$ cat config.mk
export PLATFORM = sky130hd
export DESIGN_NAME = stereo_mixer_aux_sends_core_flat
export DESIGN_NICKNAME = d
export VERILOG_FILES = /design/src/rtl/core/smas_pkg.sv /design/src/rtl/core/smas_if.sv /design/src/rtl/core/stereo_mixer_aux_sends_core.sv /design/src/rtl/core/smas_ctrl.sv /design/src/rtl/core/smas_datapath.sv /design/src/flat_wrapper.sv
export SDC_FILE = /design/constraint.sdc
export NUM_CORES = 2
export LEC_CHECK = 0
export ABC_AREA = 1
export BUFFER_PORTS_ARGS = -buffer_cell sky130_fd_sc_hd__buf_2
export CORE_MARGIN = 1
export CORE_UTILIZATION = 64
export DETAILED_ROUTE_END_ITERATION = 12
export MAX_ROUTING_LAYER = met4
export PLACE_DENSITY = 0.82
export SYNTH_ARGS = -nofsm -noshare
export SYNTH_HDL_FRONTEND = slang
export SYNTH_SLANG_ARGS = --single-unit
$ cat constraint.sdc
create_clock -name clock -period 10.6 [get_ports clock]
set_clock_uncertainty 0.2 [all_clocks]
set_input_delay 2.12 -clock clock [delete_from_list [all_inputs] [get_ports clock]]
set_output_delay 2.12 -clock clock [all_outputs]
set_load 0.05 [all_outputs]
$ cat src/rtl/core/smas_pkg.sv
// Shared types and constants for the stereo mixer with aux sends.
// No dependencies; every other file in rtl/core imports this package.
package smas_pkg;

   localparam int SMP_W     = 24;
   localparam int GAIN_W    = 17;
   localparam int ACC_W     = 32;
   localparam int TMP_W     = 26;
   localparam int MUL_A_W   = 32;
   localparam int MUL_B_W   = 20;
   localparam int PROD_W    = 53;
   localparam int CSR_IDX_W = 3;

   localparam logic [1:0] CMD_CHANNEL = 2'd0;
   localparam logic [1:0] CMD_RETURN  = 2'd1;
   localparam logic [1:0] CMD_FRAME   = 2'd2;
   localparam logic [1:0] CMD_LOAD    = 2'd3;

   localparam logic [CSR_IDX_W-1:0] CSR_MASTER_GAIN     = 3'd0;
   localparam logic [CSR_IDX_W-1:0] CSR_RETURN_ONE_GAIN = 3'd1;
   localparam logic [CSR_IDX_W-1:0] CSR_RETURN_TWO_GAIN = 3'd2;
   localparam logic [CSR_IDX_W-1:0] CSR_SEND_ONE_MASTER = 3'd3;
   localparam logic [CSR_IDX_W-1:0] CSR_SEND_TWO_MASTER = 3'd4;

   // floor(cv / 10) = (cv * VOL_RECIP) >> 23, exact for cv below 2^22
   localparam logic [MUL_B_W-1:0]       VOL_RECIP   = 20'd838861;
   localparam int                       VOL_SHIFT   = 23;
   localparam logic [GAIN_W-1:0]        VOL_FULL    = 17'h10000;
   localparam logic signed [SMP_W-1:0]  CV_FULL     = 24'sd655360;
   localparam logic [GAIN_W-1:0]        MASTER_RST  = 17'd32768;

   typedef struct packed {
      logic [1:0]              cmd;
      logic [2:0]              channel;
      logic signed [SMP_W-1:0] left_sample;
      logic signed [SMP_W-1:0] right_sample;
      logic signed [SMP_W-1:0] volume_cv;
      logic                    volume_cv_present;
      logic signed [SMP_W-1:0] mute_cv;
      logic                    mute_button;
      logic [GAIN_W-1:0]       fader_gain;
      logic [GAIN_W-1:0]       aux_one_gain;
      logic [GAIN_W-1:0]       aux_two_gain;
   } req_type;

   typedef struct packed {
      logic signed [SMP_W-1:0] mix_left;
      logic signed [SMP_W-1:0] mix_right;
      logic signed [SMP_W-1:0] send_one_left;
      logic signed [SMP_W-1:0] send_one_right;
      logic signed [SMP_W-1:0] send_two_left;
      logic signed [SMP_W-1:0] send_two_right;
      logic [7:0]              mute_lights;
   } rsp_type;

   typedef enum logic [2:0] {
      KIND_NONE,
      KIND_CHANNEL,
      KIND_RETURN,
      KIND_FRAME,
      KIND_LOAD
   } kind_type;

   typedef enum logic [4:0] {
      STEP_IDLE,
      STEP_VOL,
      STEP_LF,
      STEP_RF,
      STEP_LV,
      STEP_RV,
      STEP_L1,
      STEP_R1,
      STEP_L1V,
      STEP_R1V,
      STEP_L2,
      STEP_R2,
      STEP_L2V,
      STEP_R2V,
      STEP_CH_END,
      STEP_RET_L,
      STEP_RET_R,
      STEP_RET_END,
      STEP_FR_ML,
      STEP_FR_MR,
      STEP_FR_S1L,
      STEP_FR_S1R,
      STEP_FR_S2L,
      STEP_FR_S2R,
      STEP_FR_END
   } step_type;

   typedef struct packed {
      logic     accept;
      step_type step;
   } dp_cmd_type;

   typedef struct packed {
      kind_type kind;
   } dp_status_type;

endpackage

$ cat src/rtl/core/smas_if.sv
// Request and response channel interfaces for the stereo mixer core.
// Depends on smas_pkg for the payload types.
interface smas_req_if;
   import smas_pkg::*;
   logic    valid;
   logic    ready;
   req_type data;
   modport source (output valid, output data, input ready);
   modport sink   (input valid, input data, output ready);
endinterface

interface smas_rsp_if;
   import smas_pkg::*;
   logic    valid;
   logic    ready;
   rsp_type data;
   modport source (output valid, output data, input ready);
   modport sink   (input valid, input data, output ready);
endinterface

$ cat src/rtl/core/stereo_mixer_aux_sends_core.sv
// Top level of the stereo mixer with aux sends: sequencer plus datapath.
// Depends on smas_pkg, smas_if, smas_ctrl and smas_datapath.
//
//   channel   dir  handshake              payload
//   req_chan  in   valid/ready            cmd, channel, samples, CVs, gains
//   rsp_chan  out  valid/ready            mix, send one/two, mute_lights
//   csr       in   csr_we, no wait        csr_index, csr_wdata (17 bits)
//
// One 32x20 multiplier is shared by all products, one product per cycle while no step waits.
// Channel, return and end-of-frame items run through their own step sequences; load and ignored items need no steps.
// An end-of-frame item waits on its first step while the previous result is untaken.
// Requests are taken whenever the sequencer is idle, also with a result pending.
// Synchronous reset: unmuted, gain tables, sums zero, master_gain 32768.
module stereo_mixer_aux_sends_core #(
   parameter int CHANNELS = 8
) (
   input  logic                           clock,
   input  logic                           reset,
   smas_req_if.sink                       req_chan,
   smas_rsp_if.source                     rsp_chan,
   input  logic                           csr_we,
   input  logic [smas_pkg::CSR_IDX_W-1:0] csr_index,
   input  logic [smas_pkg::GAIN_W-1:0]    csr_wdata
);
   import smas_pkg::*;

   dp_cmd_type    dp_cmd;
   dp_status_type dp_status;

   smas_ctrl u_ctrl (
      .clock     (clock),
      .reset     (reset),
      .req_valid (req_chan.valid),
      .req_ready (req_chan.ready),
      .rsp_valid (rsp_chan.valid),
      .rsp_ready (rsp_chan.ready),
      .status    (dp_status),
      .cmd       (dp_cmd)
   );

   smas_datapath #(
      .CHANNELS (CHANNELS)
   ) u_datapath (
      .clock     (clock),
      .reset     (reset),
      .cmd       (dp_cmd),
      .status    (dp_status),
      .req_data  (req_chan.data),
      .rsp_data  (rsp_chan.data),
      .csr_we    (csr_we),
      .csr_index (csr_index),
      .csr_wdata (csr_wdata)
   );

endmodule

$ cat src/rtl/core/smas_ctrl.sv
// Sequencer for the mixer: request/response handshake and datapath step order.
// Depends on smas_pkg.
module smas_ctrl (
   input  logic                   clock,
   input  logic                   reset,
   input  logic                   req_valid,
   output logic                   req_ready,
   output logic                   rsp_valid,
   input  logic                   rsp_ready,
   input  smas_pkg::dp_status_type status,
   output smas_pkg::dp_cmd_type    cmd
);
   import smas_pkg::*;

   typedef enum logic {ST_IDLE, ST_BUSY} state_type;

   state_type state_ff, state_in;
   step_type  step_ff, step_in;
   logic      rsp_valid_ff, rsp_valid_in;
   logic      accept;

   assign req_ready  = (state_ff == ST_IDLE);
   assign accept     = req_valid & req_ready;
   assign rsp_valid  = rsp_valid_ff;
   assign cmd.accept = accept;
   assign cmd.step   = step_ff;

   always_comb begin
      state_in     = state_ff;
      step_in      = step_ff;
      rsp_valid_in = rsp_valid_ff & ~rsp_ready;
      unique case (state_ff)
         ST_IDLE: begin
            if (accept) begin
               unique case (status.kind)
                  KIND_CHANNEL: begin
                     state_in = ST_BUSY;
                     step_in  = STEP_VOL;
                  end
                  KIND_RETURN: begin
                     state_in = ST_BUSY;
                     step_in  = STEP_RET_L;
                  end
                  KIND_FRAME: begin
                     state_in = ST_BUSY;
                     step_in  = STEP_FR_ML;
                  end
                  default: ;
               endcase
            end
         end
         ST_BUSY: begin
            unique case (step_ff)
               STEP_VOL:     step_in = STEP_LF;
               STEP_LF:      step_in = STEP_RF;
               STEP_RF:      step_in = STEP_LV;
               STEP_LV:      step_in = STEP_RV;
               STEP_RV:      step_in = STEP_L1;
               STEP_L1:      step_in = STEP_R1;
               STEP_R1:      step_in = STEP_L1V;
               STEP_L1V:     step_in = STEP_R1V;
               STEP_R1V:     step_in = STEP_L2;
               STEP_L2:      step_in = STEP_R2;
               STEP_R2:      step_in = STEP_L2V;
               STEP_L2V:     step_in = STEP_R2V;
               STEP_R2V:     step_in = STEP_CH_END;
               STEP_RET_L:   step_in = STEP_RET_R;
               STEP_RET_R:   step_in = STEP_RET_END;
               // output registers are rewritten from the next step on
               STEP_FR_ML: begin
                  if (!rsp_valid_ff || rsp_ready) begin
                     step_in = STEP_FR_MR;
                  end
               end
               STEP_FR_MR:   step_in = STEP_FR_S1L;
               STEP_FR_S1L:  step_in = STEP_FR_S1R;
               STEP_FR_S1R:  step_in = STEP_FR_S2L;
               STEP_FR_S2L:  step_in = STEP_FR_S2R;
               STEP_FR_S2R:  step_in = STEP_FR_END;
               STEP_FR_END: begin
                  rsp_valid_in = 1'b1;
                  state_in     = ST_IDLE;
                  step_in      = STEP_IDLE;
               end
               default: begin
                  state_in = ST_IDLE;
                  step_in  = STEP_IDLE;
               end
            endcase
         end
         default: begin
            state_in = ST_IDLE;
            step_in  = STEP_IDLE;
         end
      endcase
   end

   always_ff @(posedge clock) begin
      if (reset) begin
         state_ff     <= ST_IDLE;
         step_ff      <= STEP_IDLE;
         rsp_valid_ff <= 1'b0;
      end else begin
         state_ff     <= state_in;
         step_ff      <= step_in;
         rsp_valid_ff <= rsp_valid_in;
      end
   end

endmodule

$ cat src/rtl/core/smas_datapath.sv
// Mixer datapath: gain tables, mute state, accumulators, one shared multiplier.
// Depends on smas_pkg; driven step by step from smas_ctrl.
module smas_datapath #(
   parameter int CHANNELS = 8
) (
   input  logic                             clock,
   input  logic                             reset,
   input  smas_pkg::dp_cmd_type              cmd,
   output smas_pkg::dp_status_type           status,
   input  smas_pkg::req_type                 req_data,
   output smas_pkg::rsp_type                 rsp_data,
   input  logic                             csr_we,
   input  logic [smas_pkg::CSR_IDX_W-1:0]   csr_index,
   input  logic [smas_pkg::GAIN_W-1:0]      csr_wdata
);
   import smas_pkg::*;

   localparam int IDX_W  = (CHANNELS > 1) ? $clog2(CHANNELS) : 1;
   localparam int LIGHTS = (CHANNELS < 8) ? CHANNELS : 8;

   function automatic logic signed [ACC_W-1:0] acc_add(
      input logic signed [ACC_W-1:0] acc,
      input logic signed [TMP_W:0]   v
   );
      logic [ACC_W:0] sum;
      sum = {acc[ACC_W-1], acc} + {{(ACC_W-TMP_W){v[TMP_W]}}, v};
      if (sum[ACC_W] != sum[ACC_W-1]) begin
         acc_add = sum[ACC_W] ? {1'b1, {(ACC_W-1){1'b0}}} : {1'b0, {(ACC_W-1){1'b1}}};
      end else begin
         acc_add = sum[ACC_W-1:0];
      end
   endfunction

   function automatic logic signed [SMP_W-1:0] sat24(input logic signed [PROD_W-1:0] x);
      if (x > 53'sd8388607) begin
         sat24 = {1'b0, {(SMP_W-1){1'b1}}};
      end else if (x < -53'sd8388608) begin
         sat24 = {1'b1, {(SMP_W-1){1'b0}}};
      end else begin
         sat24 = x[SMP_W-1:0];
      end
   endfunction

   // configuration
   logic [GAIN_W-1:0] master_gain_ff, ret_one_gain_ff, ret_two_gain_ff;
   logic [GAIN_W-1:0] send_one_master_ff, send_two_master_ff;

   // per-channel state
   logic [CHANNELS-1:0] unmuted_ff;
   logic [CHANNELS-1:0] trig_ff;
   logic [GAIN_W-1:0]   fader_ff [CHANNELS];
   logic [GAIN_W-1:0]   aux_one_ff [CHANNELS];
   logic [GAIN_W-1:0]   aux_two_ff [CHANNELS];
   logic [7:0]          gate_seen_ff;

   logic signed [ACC_W-1:0] acc_ml_ff, acc_mr_ff, acc_s1l_ff, acc_s1r_ff;
   logic signed [ACC_W-1:0] acc_s2l_ff, acc_s2r_ff;

   // latched item and working registers
   logic signed [SMP_W-1:0] left_ff, right_ff, cv_ff;
   logic                    cv_on_ff, zero_ff, ret_two_ff;
   logic [IDX_W-1:0]        idx_ff;
   logic [GAIN_W-1:0]       vol_ff;
   logic signed [TMP_W-1:0] tmp_l_ff, tmp_r_ff, sl_ff, sr_ff;
   logic signed [PROD_W-1:0] prod_ff, prod_in;
   rsp_type                 out_ff;

   logic [IDX_W-1:0]          req_idx;
   logic                      ch_ok, gated, unmuted_next;
   logic signed [MUL_A_W-1:0] mul_a;
   logic [MUL_B_W-1:0]        mul_b;
   logic signed [MUL_B_W:0]   mul_b_s;
   logic [MUL_B_W-1:0]        g1, g2;
   logic [GAIN_W-1:0]         ret_gain, vol_in;
   logic signed [TMP_W-1:0]   shr16, scaled;
   logic signed [PROD_W-1:0]  shr17;
   logic [7:0]                lights;

   assign req_idx = IDX_W'(req_data.channel);
   assign ch_ok   = 32'(req_data.channel) < CHANNELS;
   assign gated   = req_data.mute_cv > 24'sd0;
   assign unmuted_next = unmuted_ff[req_idx] ^ (req_data.mute_button & ~trig_ff[req_idx]);

   always_comb begin
      unique case (req_data.cmd)
         CMD_CHANNEL: status.kind = ch_ok ? KIND_CHANNEL : KIND_NONE;
         CMD_RETURN:  status.kind = (req_data.channel == 3'd0 || req_data.channel == 3'd1) ?
                                    KIND_RETURN : KIND_NONE;
         CMD_FRAME:   status.kind = KIND_FRAME;
         CMD_LOAD:    status.kind = ch_ok ? KIND_LOAD : KIND_NONE;
      endcase
   end

   assign g1       = {2'b0, send_one_master_ff, 1'b0} + MUL_B_W'(send_one_master_ff);
   assign g2       = {2'b0, send_two_master_ff, 1'b0} + MUL_B_W'(send_two_master_ff);
   assign ret_gain = ret_two_ff ? ret_two_gain_ff : ret_one_gain_ff;
   assign shr16    = prod_ff[TMP_W+15:16];
   assign scaled   = zero_ff ? '0 : shr16;
   assign shr17    = prod_ff >>> 17;

   always_comb begin
      if (!cv_on_ff) begin
         vol_in = VOL_FULL;
      end else if (cv_ff <= 24'sd0) begin
         vol_in = '0;
      end else if (cv_ff >= CV_FULL) begin
         vol_in = VOL_FULL;
      end else begin
         vol_in = prod_ff[VOL_SHIFT+GAIN_W-1:VOL_SHIFT];
      end
   end

   for (genvar g = 0; g < 8; g++) begin : g_light
      if (g < LIGHTS) begin : g_on
         assign lights[g] = unmuted_ff[g] & ~gate_seen_ff[g];
      end else begin : g_off
         assign lights[g] = 1'b0;
      end
   end

   // operand select for the shared multiplier
   always_comb begin
      mul_a = '0;
      mul_b = '0;
      unique case (cmd.step)
         STEP_VOL:    begin mul_a = MUL_A_W'(cv_ff);    mul_b = VOL_RECIP; end
         STEP_LF:     begin mul_a = MUL_A_W'(left_ff);  mul_b = MUL_B_W'(fader_ff[idx_ff]); end
         STEP_RF:     begin mul_a = MUL_A_W'(right_ff); mul_b = MUL_B_W'(fader_ff[idx_ff]); end
         STEP_LV,
         STEP_L1V,
         STEP_L2V:    begin mul_a = MUL_A_W'(tmp_l_ff); mul_b = MUL_B_W'(vol_ff); end
         STEP_RV,
         STEP_R1V,
         STEP_R2V:    begin mul_a = MUL_A_W'(tmp_r_ff); mul_b = MUL_B_W'(vol_ff); end
         STEP_L1:     begin mul_a = MUL_A_W'(sl_ff);    mul_b = MUL_B_W'(aux_one_ff[idx_ff]); end
         STEP_R1:     begin mul_a = MUL_A_W'(sr_ff);    mul_b = MUL_B_W'(aux_one_ff[idx_ff]); end
         STEP_L2:     begin mul_a = MUL_A_W'(sl_ff);    mul_b = MUL_B_W'(aux_two_ff[idx_ff]); end
         STEP_R2:     begin mul_a = MUL_A_W'(sr_ff);    mul_b = MUL_B_W'(aux_two_ff[idx_ff]); end
         STEP_RET_L:  begin mul_a = MUL_A_W'(left_ff);  mul_b = MUL_B_W'(ret_gain); end
         STEP_RET_R:  begin mul_a = MUL_A_W'(right_ff); mul_b = MUL_B_W'(ret_gain); end
         STEP_FR_ML:  begin mul_a = acc_ml_ff;  mul_b = MUL_B_W'(master_gain_ff); end
         STEP_FR_MR:  begin mul_a = acc_mr_ff;  mul_b = MUL_B_W'(master_gain_ff); end
         STEP_FR_S1L: begin mul_a = acc_s1l_ff; mul_b = g1; end
         STEP_FR_S1R: begin mul_a = acc_s1r_ff; mul_b = g1; end
         STEP_FR_S2L: begin mul_a = acc_s2l_ff; mul_b = g2; end
         STEP_FR_S2R: begin mul_a = acc_s2r_ff; mul_b = g2; end
         default: ;
      endcase
   end

   assign mul_b_s = $signed({1'b0, mul_b});
   assign prod_in = PROD_W'(mul_a) * PROD_W'(mul_b_s);

   always_ff @(posedge clock) begin
      if (reset) begin
         master_gain_ff     <= MASTER_RST;
         ret_one_gain_ff    <= '0;
         ret_two_gain_ff    <= '0;
         send_one_master_ff <= '0;
         send_two_master_ff <= '0;
      end else if (csr_we) begin
         unique case (csr_index)
            CSR_MASTER_GAIN:     master_gain_ff     <= csr_wdata;
            CSR_RETURN_ONE_GAIN: ret_one_gain_ff    <= csr_wdata;
            CSR_RETURN_TWO_GAIN: ret_two_gain_ff    <= csr_wdata;
            CSR_SEND_ONE_MASTER: send_one_master_ff <= csr_wdata;
            CSR_SEND_TWO_MASTER: send_two_master_ff <= csr_wdata;
            default: ;
         endcase
      end
   end

   always_ff @(posedge clock) begin
      if (reset) begin
         unmuted_ff   <= '1;
         trig_ff      <= '0;
         gate_seen_ff <= '0;
         for (int i = 0; i < CHANNELS; i++) begin
            fader_ff[i]   <= '0;
            aux_one_ff[i] <= '0;
            aux_two_ff[i] <= '0;
         end
         acc_ml_ff  <= '0;
         acc_mr_ff  <= '0;
         acc_s1l_ff <= '0;
         acc_s1r_ff <= '0;
         acc_s2l_ff <= '0;
         acc_s2r_ff <= '0;
      end else begin
         if (cmd.accept && status.kind == KIND_CHANNEL) begin
            unmuted_ff[req_idx] <= unmuted_next;
            trig_ff[req_idx]    <= req_data.mute_button;
            if (gated) begin
               gate_seen_ff[req_data.channel] <= 1'b1;
            end
         end
         if (cmd.accept && status.kind == KIND_LOAD) begin
            fader_ff[req_idx]   <= req_data.fader_gain;
            aux_one_ff[req_idx] <= req_data.aux_one_gain;
            aux_two_ff[req_idx] <= req_data.aux_two_gain;
         end
         unique case (cmd.step)
            STEP_RV:      acc_ml_ff  <= acc_add(acc_ml_ff, {scaled, 1'b0});
            STEP_L1:      acc_mr_ff  <= acc_add(acc_mr_ff, {scaled, 1'b0});
            STEP_R1V:     acc_s1l_ff <= acc_add(acc_s1l_ff, {shr16[TMP_W-1], shr16});
            STEP_L2:      acc_s1r_ff <= acc_add(acc_s1r_ff, {shr16[TMP_W-1], shr16});
            STEP_R2V:     acc_s2l_ff <= acc_add(acc_s2l_ff, {shr16[TMP_W-1], shr16});
            STEP_CH_END:  acc_s2r_ff <= acc_add(acc_s2r_ff, {shr16[TMP_W-1], shr16});
            STEP_RET_R:   acc_ml_ff  <= acc_add(acc_ml_ff, {shr16[TMP_W-1], shr16});
            STEP_RET_END: acc_mr_ff  <= acc_add(acc_mr_ff, {shr16[TMP_W-1], shr16});
            STEP_FR_END: begin
               acc_ml_ff    <= '0;
               acc_mr_ff    <= '0;
               acc_s1l_ff   <= '0;
               acc_s1r_ff   <= '0;
               acc_s2l_ff   <= '0;
               acc_s2r_ff   <= '0;
               gate_seen_ff <= '0;
            end
            default: ;
         endcase
      end
   end

   always_ff @(posedge clock) begin
      prod_ff <= prod_in;
      if (cmd.accept) begin
         left_ff    <= req_data.left_sample;
         right_ff   <= req_data.right_sample;
         cv_ff      <= req_data.volume_cv;
         cv_on_ff   <= req_data.volume_cv_present;
         idx_ff     <= req_idx;
         ret_two_ff <= req_data.channel[0];
         zero_ff    <= ~unmuted_next | gated;
      end
      unique case (cmd.step)
         STEP_LF:     vol_ff   <= vol_in;
         STEP_RF,
         STEP_R1,
         STEP_R2:     tmp_l_ff <= shr16;
         STEP_LV,
         STEP_L1V,
         STEP_L2V:    tmp_r_ff <= shr16;
         STEP_RV:     sl_ff    <= scaled;
         STEP_L1:     sr_ff    <= scaled;
         STEP_FR_MR:  out_ff.mix_left       <= sat24(shr17);
         STEP_FR_S1L: out_ff.mix_right      <= sat24(shr17);
         STEP_FR_S1R: out_ff.send_one_left  <= sat24(prod_ff >>> 16);
         STEP_FR_S2L: out_ff.send_one_right <= sat24(prod_ff >>> 16);
         STEP_FR_S2R: out_ff.send_two_left  <= sat24(prod_ff >>> 16);
         STEP_FR_END: begin
            out_ff.send_two_right <= sat24(prod_ff >>> 16);
            out_ff.mute_lights    <= lights;
         end
         default: ;
      endcase
   end

   assign rsp_data = out_ff;

endmodule
$ cat src/flat_wrapper.sv
// flat-port wrapper written by rule: the top's interface ports become plain ports
module stereo_mixer_aux_sends_core_flat import smas_pkg::*;
#(
   parameter int CHANNELS = 8
)
  (clock, reset, csr_we, csr_index, csr_wdata, req_chan_valid, req_chan_data, req_chan_ready, rsp_chan_valid, rsp_chan_data, rsp_chan_ready);
  smas_req_if req_chan_i ();
  smas_rsp_if rsp_chan_i ();
  input  logic clock;
  input  logic reset;
  input  logic csr_we;
  input  logic [smas_pkg::CSR_IDX_W-1:0] csr_index;
  input  logic [smas_pkg::GAIN_W-1:0] csr_wdata;
  input wire logic [$bits(req_chan_i.valid)-1:0] req_chan_valid;
  input wire logic [$bits(req_chan_i.data)-1:0] req_chan_data;
  output wire logic [$bits(req_chan_i.ready)-1:0] req_chan_ready;
  output wire logic [$bits(rsp_chan_i.valid)-1:0] rsp_chan_valid;
  output wire logic [$bits(rsp_chan_i.data)-1:0] rsp_chan_data;
  input wire logic [$bits(rsp_chan_i.ready)-1:0] rsp_chan_ready;
  assign req_chan_i.valid = req_chan_valid;
  assign req_chan_i.data = req_chan_data;
  assign req_chan_ready = req_chan_i.ready;
  assign rsp_chan_valid = rsp_chan_i.valid;
  assign rsp_chan_data = rsp_chan_i.data;
  assign rsp_chan_i.ready = rsp_chan_ready;
  stereo_mixer_aux_sends_core #(.CHANNELS(CHANNELS)) u_core (.clock(clock), .reset(reset), .req_chan(req_chan_i), .rsp_chan(rsp_chan_i), .csr_we(csr_we), .csr_index(csr_index), .csr_wdata(csr_wdata));
endmodule
Word level (Yosys, flattened, before mapping)
Memory sizes are Yosys's and may differ from the RTL's. A register that Yosys moved wholly into a read port is not among the register bits. Index checks and enable logic that the tools add are counted.

Memories kept: 3. ROM bits: 0. Latch bits: 0. Register bits: 712. Memory bits (writable): 408.

Bitwise logic cells: 27. Equal/unequal tests: 47. Shift-type cells: 0. $mul: 1. Add/sub/neg operators: 10. Reductions and logical operators: 44. $lt $le $gt $ge: 9. Muxes and demuxes: 70. Divide/modulo/power cells: 0.

Memory list: u_core.u_datapath.aux_one_ff (words 8, bits a word 17, read ports 1, clocked after Yosys merged registers in 1, wr ports 8, line smas_datapath.sv:52) `logic [GAIN_W-1:0] aux_one_ff [CHANNELS];`; u_core.u_datapath.aux_two_ff (words 8, bits a word 17, read ports 1, clocked after Yosys merged registers in 1, wr ports 8, line smas_datapath.sv:53) `logic [GAIN_W-1:0] aux_two_ff [CHANNELS];`; u_core.u_datapath.fader_ff (words 8, bits a word 17, read ports 1, clocked after Yosys merged registers in 1, wr ports 8, line smas_datapath.sv:51) `logic [GAIN_W-1:0] fader_ff [CHANNELS];`.

Operators by type and width (count): 2-to-1 mux 32 bit (16); one-hot mux 32 bit (13 select lines) (1); one-hot mux 32 bit (2 select lines) (4); adder 32 x 26 -> 33 bit (6); one-hot mux 32 bit (3 select lines) (2); one-hot mux 20 bit (9 select lines) (1); one-hot mux 5 bit (21 select lines) (1); 2-to-1 mux 17 bit (6); 2-to-1 mux 24 bit (4); adder 32 x 27 -> 33 bit (2); multiplier 32 x 21 -> 53 bit (1); OR reduction 17 bit (3); == test 5 bit, second input constant (9); == test 5 x 4 -> 1 bit, second input constant (8); adder 18 x 17 -> 19 bit (2); > comparator 37 x 24 -> 1 bit, second input constant (1); < comparator 37 x 24 -> 1 bit, second input constant (1); > comparator 36 x 24 -> 1 bit, second input constant (1); < comparator 36 x 24 -> 1 bit, second input constant (1); 2-to-1 mux 26 bit (1); >= comparator 24 x 21 -> 1 bit, second input constant (1); > comparator 24 x 1 -> 1 bit, second input constant (1); less-or-equal comparator 24 x 1 -> 1 bit, second input constant (1); OR reduction 2 bit (12); other kinds (42) (122).

Logic depth before layout (Yosys ltp)
Depth in word-level cells: 11. Depth in mapped cells: 43. Mapped depth without buffers: 42.

Cells and area by module
A second synthesis with hierarchy kept.

Cell total of the unflattened synthesis: 10088. Area, all modules: 84076.9 sq um.

By module, submodules not included: smas_datapath (cells an instance 9976, times used 1, seq. area each 29588.4 sq um, area each 83438.8 sq um); smas_ctrl (cells an instance 112, times used 1, seq. area each 140.1 sq um, area each 638.1 sq um).

Worst setup path after synthesis
OpenSTA, ideal clock, no wires.

Kind: reg2reg. Start point: register u_core.u_ctrl.step_ff[1]. End point: register u_core.u_datapath.prod_ff[51]. Buffers on the path: 2. Data required time: 10288 ps. Cell stages (with the launch flop): 31. Data arrival time: 8320 ps. Path slack: 1968 ps. Cells stage by stage: dfxtp_1 > buf_4 > nand3_1 > nor2_1 > nand2_1 > inv_2 > a22o_1 > nor3_2 > nand4_1 > buf_2 > nand2_1 > fa_1 > fa_1 > fa_1 > inv_1 > fa_1 > inv_1 > fa_1 > fa_1 > fa_1 > inv_1 > ha_1 > nand2_1 > nor2_1 > inv_1 > nor4_1 > nand2_1 > o211ai_1 > a41oi_1 > nand3_1 > nand2_1.

Cells in the longest elaborated chain, start to end: 4. Elaborated cells on any way between the ends: 38.

RTL lines: from (decl) (line smas_ctrl.sv:18) `step_type step_ff, step_in;`; from (signal assigned) (line smas_ctrl.sv:105) `step_ff <= step_in;`; == test 5 x 4 -> 1 bit (tied with other cells) (line smas_datapath.sv:125) `unique case (cmd.step)`; OR reduction 6 bit (no source line) (tied with other cells); one-hot mux 20 bit (9 select lines) or one-hot mux 32 bit (13 select lines) (tied branches) (line smas_datapath.sv:125); multiplier 32 x 21 -> 53 bit * (line smas_datapath.sv:152) `assign prod_in = PROD_W'(mul_a) * PROD_W'(mul_b_s);`; net u_core.u_datapath.prod_in[51] (line smas_datapath.sv:65) `logic signed [PROD_W-1:0] prod_ff, prod_in;`; to (signal assigned) (line smas_datapath.sv:226) `prod_ff <= prod_in;`; to (decl) (line smas_datapath.sv:65).

Mark *: on every way through the listed nets, which the timed path passes. The rest lies on a longest branch. A chain may end at the register's enable or synchronous reset.

Worst setup path after layout
Start point: register u_core.u_ctrl.step_ff[1]. End point: register u_core.u_datapath.prod_ff[43].

The elaborated chain is that of the path after synthesis.

==> qor.txt <==
vias in the first global route - 75160
Synth warnings - 0
Int Pwr - 12.25 mW
FILL cells - 9931
CTS tree - yes
die width - 364.9 um
Post-CTS Setup Repair Bufs - 0
setup TNS - 0 ns
Placer Congestion - 1.132
Setup-failing EPs final - 0
Max Root-Sink Buffers - 3
largest area contributor in the netlist - edfxtp_1
crit-path max FO - 18
outcome - complete, no violations
ys flop type - edfxtp_1
PD cells - 264.9 nW/um2
slowest CP cell - nor4_1
Logic pwr share - 60.4%
core area - 130100 um2
Hold Crit Depth - 2
nets - 11630
WS Path Type - reg -> reg
gr busiest metal - met2
clock slew at reported path FFs - 0.07 ns
htree depth - 3
Reg-to-Reg Start - u_core.u_ctrl.step_ff[1]$_SDFFE_PP0P_
Synth cell types - 68
ys async rst share - 0%
placed cell count - 12010
post-DP HPWL - 235200 um
post-synthesis mux area share - 0%
Synth Area per Inst - 8.312 um2
Worst Setup Start Kind - register
Num CTS Buffers - 114
Initial Util - 64.76%
CP bufs+invs - 7
row count - 132
DIE HEIGHT - 364.9 um
io pins - 333
complex-gate fraction of the synthesized area - 12.91%
synthesized cell area - 84280 um2
CP endpoint kind - register
sequential group share of total power - 21.8%
TritonRoute pass-1 iters - 7
flops & latches, synth - 1106
grt total ovfl - 0
maximum VDD drop - 0.2751 mV
final std cells w/o fill - 12250
met3 GRT Util - 16.17%
area grow syn2layout - 9.527%
largest net degree at the start of global routing - 122
met2 Resource Use GR - 70.36%
Routed Antenna Nets - 0
Switching Share - 49.92%
post-CTS sizing - 0
Slew Limit Fails - 0
M1 GR Usage - 61.57%
simple-gate share of the synthesized area - 19.08%
Final Hold Viols - 0
fin util - 70.93%
Root Driver - clkbuf_16
die area - 133100 um2
cell family with most CP delay - adder cells
arrival time of the worst setup path - 10.74 ns
initial antenna violation count - 23
Mapped Cells - 10140
Clk pwr share - 17.8%
period utilisation layout - 97.35%
Final min period - 10.32 ns
share of layout cells above drive strength 1 - 8.224%
Power Total - 24.45 mW
XOR/XNOR share of the synthesized area - 2.245%
storage element area - 29740 um2
leak pwr - 43.08 nW
RR Endpoint - u_core.u_datapath.prod_ff[43]$_DFF_P_
most common cell after layout, fill and taps aside - nand2_1
CP required - 11.02 ns
WL/cell - 26.21 um
most frequent cells in the layout - 1848 x nand2_1, 1491 x inv_1, 1381 x nor2_1
Worst-Margin Slew - 1.366 ns
cell mode on critical path - fa_1
Hold Crit Start - u_core.u_datapath.idx_ff[2]$_DFFE_PP_
R2R setup slack - 0.28 ns
unrepaired setup endpoints after global routing - false
DRT iter0 DRCs - 11820
Max stage delay on crit path - 0.96 ns
vias after detailed routing - 77880
vias per inst - 6.356
fmax - 96.90 MHz
Seq/Total Area, Yosys - 35.27%
first-pass GRT wire length - 469300 um
worst hold slack - 0.2153 ns
r2r worst-path depth - 29
number of hold buffers added after cts - 0
max_cap viols - 0
top cells by area, synth - edfxtp_1 27%, fa_1 15%, nand2_1 8.3%
Tot GR Track Use - 49.36%
clock latency on the worst-skew pair - 0.85 ns
Rel. slew slack - 8.524%
HP Class - reg -> reg
Routed WL - 321200 um
syn nets - 11380
drc violations - 0
largest family of logic cells by synthesized area - adder cells
post-synth top area share - 27.01%
EDFF count, synth - 758
Post-Synth Adder-Cell Area - 21.56%
Switch Pwr - 12.21 mW
CTS Sinks - 1106
Port Buffers - 332
area taken by multi-input logic gates - 47190 um2
==> power by group through the flow <==
stage | Combinational (mW) | Clock [mW] | Sequential [mW]
after CTS | 14.3 | 4.32 | 5.30
after floorplan | 9.42 | 0 | 5.38
final | 14.8 | 4.36 | 5.32
after global routing | 16.0 | 4.48 | 5.32
after detailed placement | 14.1 | 0 | 5.38
after global placement | 13.9 | 0 | 5.38
==> worst register-to-register path: cells and delay by family, from the launching register on <==
kind / cells / cell delay, ns
buffers and inverters: 7 / 1.20
and+or+nand+nor: 7 / 2.59
adders and majority gates: 8 / 3.88
DFF: 1 / 0.73
AOI/OAI and AO/OA: 6 / 1.28
xor gates and xnor gates: 1 / 0.27
==> registers in the layout, summed over array words and instances (netlist names), 24 cells and up, named ones only <==
signal	flops
u_core.u_datapath.acc_ml_ff	32
u_core.u_datapath.acc_mr_ff	32
u_core.u_datapath.acc_s1l_ff	32
u_core.u_datapath.acc_s1r_ff	32
u_core.u_datapath.acc_s2l_ff	32
u_core.u_datapath.acc_s2r_ff	32
u_core.u_datapath.aux_one_ff	136
u_core.u_datapath.aux_two_ff	136
u_core.u_datapath.cv_ff	24
u_core.u_datapath.fader_ff	136
u_core.u_datapath.left_ff	24
u_core.u_datapath.prod_ff	37
u_core.u_datapath.right_ff	24
u_core.u_datapath.rsp_data	152
u_core.u_datapath.sl_ff	26
u_core.u_datapath.sr_ff	26
u_core.u_datapath.tmp_l_ff	26
u_core.u_datapath.tmp_r_ff	26
==> Yosys cell counts (12+ instances only) <==
cell type / n
nand2_1: 1864
inv_1: 1495
nor2_1: 1393
edfxtp_1: 758
a21oi_1: 753
fa_1: 644
o21ai_0: 576
nand3_1: 437
ha_1: 422
dfxtp_1: 348
clkbuf_1: 249
buf_2: 128
xnor2_1: 124
o221ai_1: 104
xor2_1: 92
nor3_1: 78
a22o_1: 73
nand4_1: 68
a31oi_1: 53
a21o_1: 49
a221oi_1: 40
o21a_1: 39
nor4_1: 32
inv_2: 29
a32o_1: 23
o21bai_1: 23
o21ai_1: 22
nand2_2: 17
o211ai_1: 16
a211oi_1: 15
nand3b_1: 15
or2_2: 13
buf_1: 12
nor2_2: 12
==> layout make-up <==
| class | instances | area share, % |
|---|---|---|
| Antenna cell | 29 | 0.07862 |
| Inverter | 1534 | 6.261 |
| Sequential cell | 1106 | 32.22 |
| Clock buffer | 131 | 3.215 |
| Tap cell | 1742 | 2.361 |
| Multi-Input combinational cell | 7094 | 51.12 |
| Clock inverter | 87 | 1.168 |
| Timing Repair Buffer | 530 | 3.580 |
==> logic make-up (layout without fill, tap and decap cells) <==
family,count (synthesis),after routing
AOI/OAI and AO/OA,1851,1851
xor gates and xnor gates,216,216
buffers and inverters,1939,2282
DFF,1106,1106
adders and majority gates,1066,1066
and+or+nand+nor,3961,3961
other,0,29
==> metrics by stage <==
stage / cell area, um2 / setup slack, ns
global placement: 88160 / 0.5368
finish: 92310 / 0.2806
floorplan: 84280 / 1.968
global route: 92280 / 0.02955
CTS: 92200 / 0.3593
detailed placement: 88160 / 0.4913
==> metal layers <==
layer	share of wire (%)	up-vias	wire, um
met5	0	-	0
li1	-	33720	-
met1	36	36850	114800
met2	42	6079	135800
met4	7.0	0	22540
met3	15	1230	48060
==> worst max-delay path by stage <==
stage	start	to	slack, ns	depth (start not counted)
after floorplan	u_core.u_ctrl.step_ff[1]$_SDFFE_PP0P_	u_core.u_datapath.prod_ff[51]$_DFF_P_	1.97	30
after global placement	u_core.u_ctrl.step_ff[1]$_SDFFE_PP0P_	u_core.u_datapath.prod_ff[43]$_DFF_P_	0.54	29
after detailed placement	u_core.u_ctrl.step_ff[1]$_SDFFE_PP0P_	u_core.u_datapath.prod_ff[43]$_DFF_P_	0.49	29
after CTS	u_core.u_ctrl.step_ff[1]$_SDFFE_PP0P_	u_core.u_datapath.prod_ff[43]$_DFF_P_	0.36	29
after global routing	u_core.u_ctrl.step_ff[1]$_SDFFE_PP0P_	u_core.u_datapath.prod_ff[43]$_DFF_P_	0.03	28
final	u_core.u_ctrl.step_ff[1]$_SDFFE_PP0P_	u_core.u_datapath.prod_ff[43]$_DFF_P_	0.28	29
No activity file was read; power rests on OpenSTA's default activity.
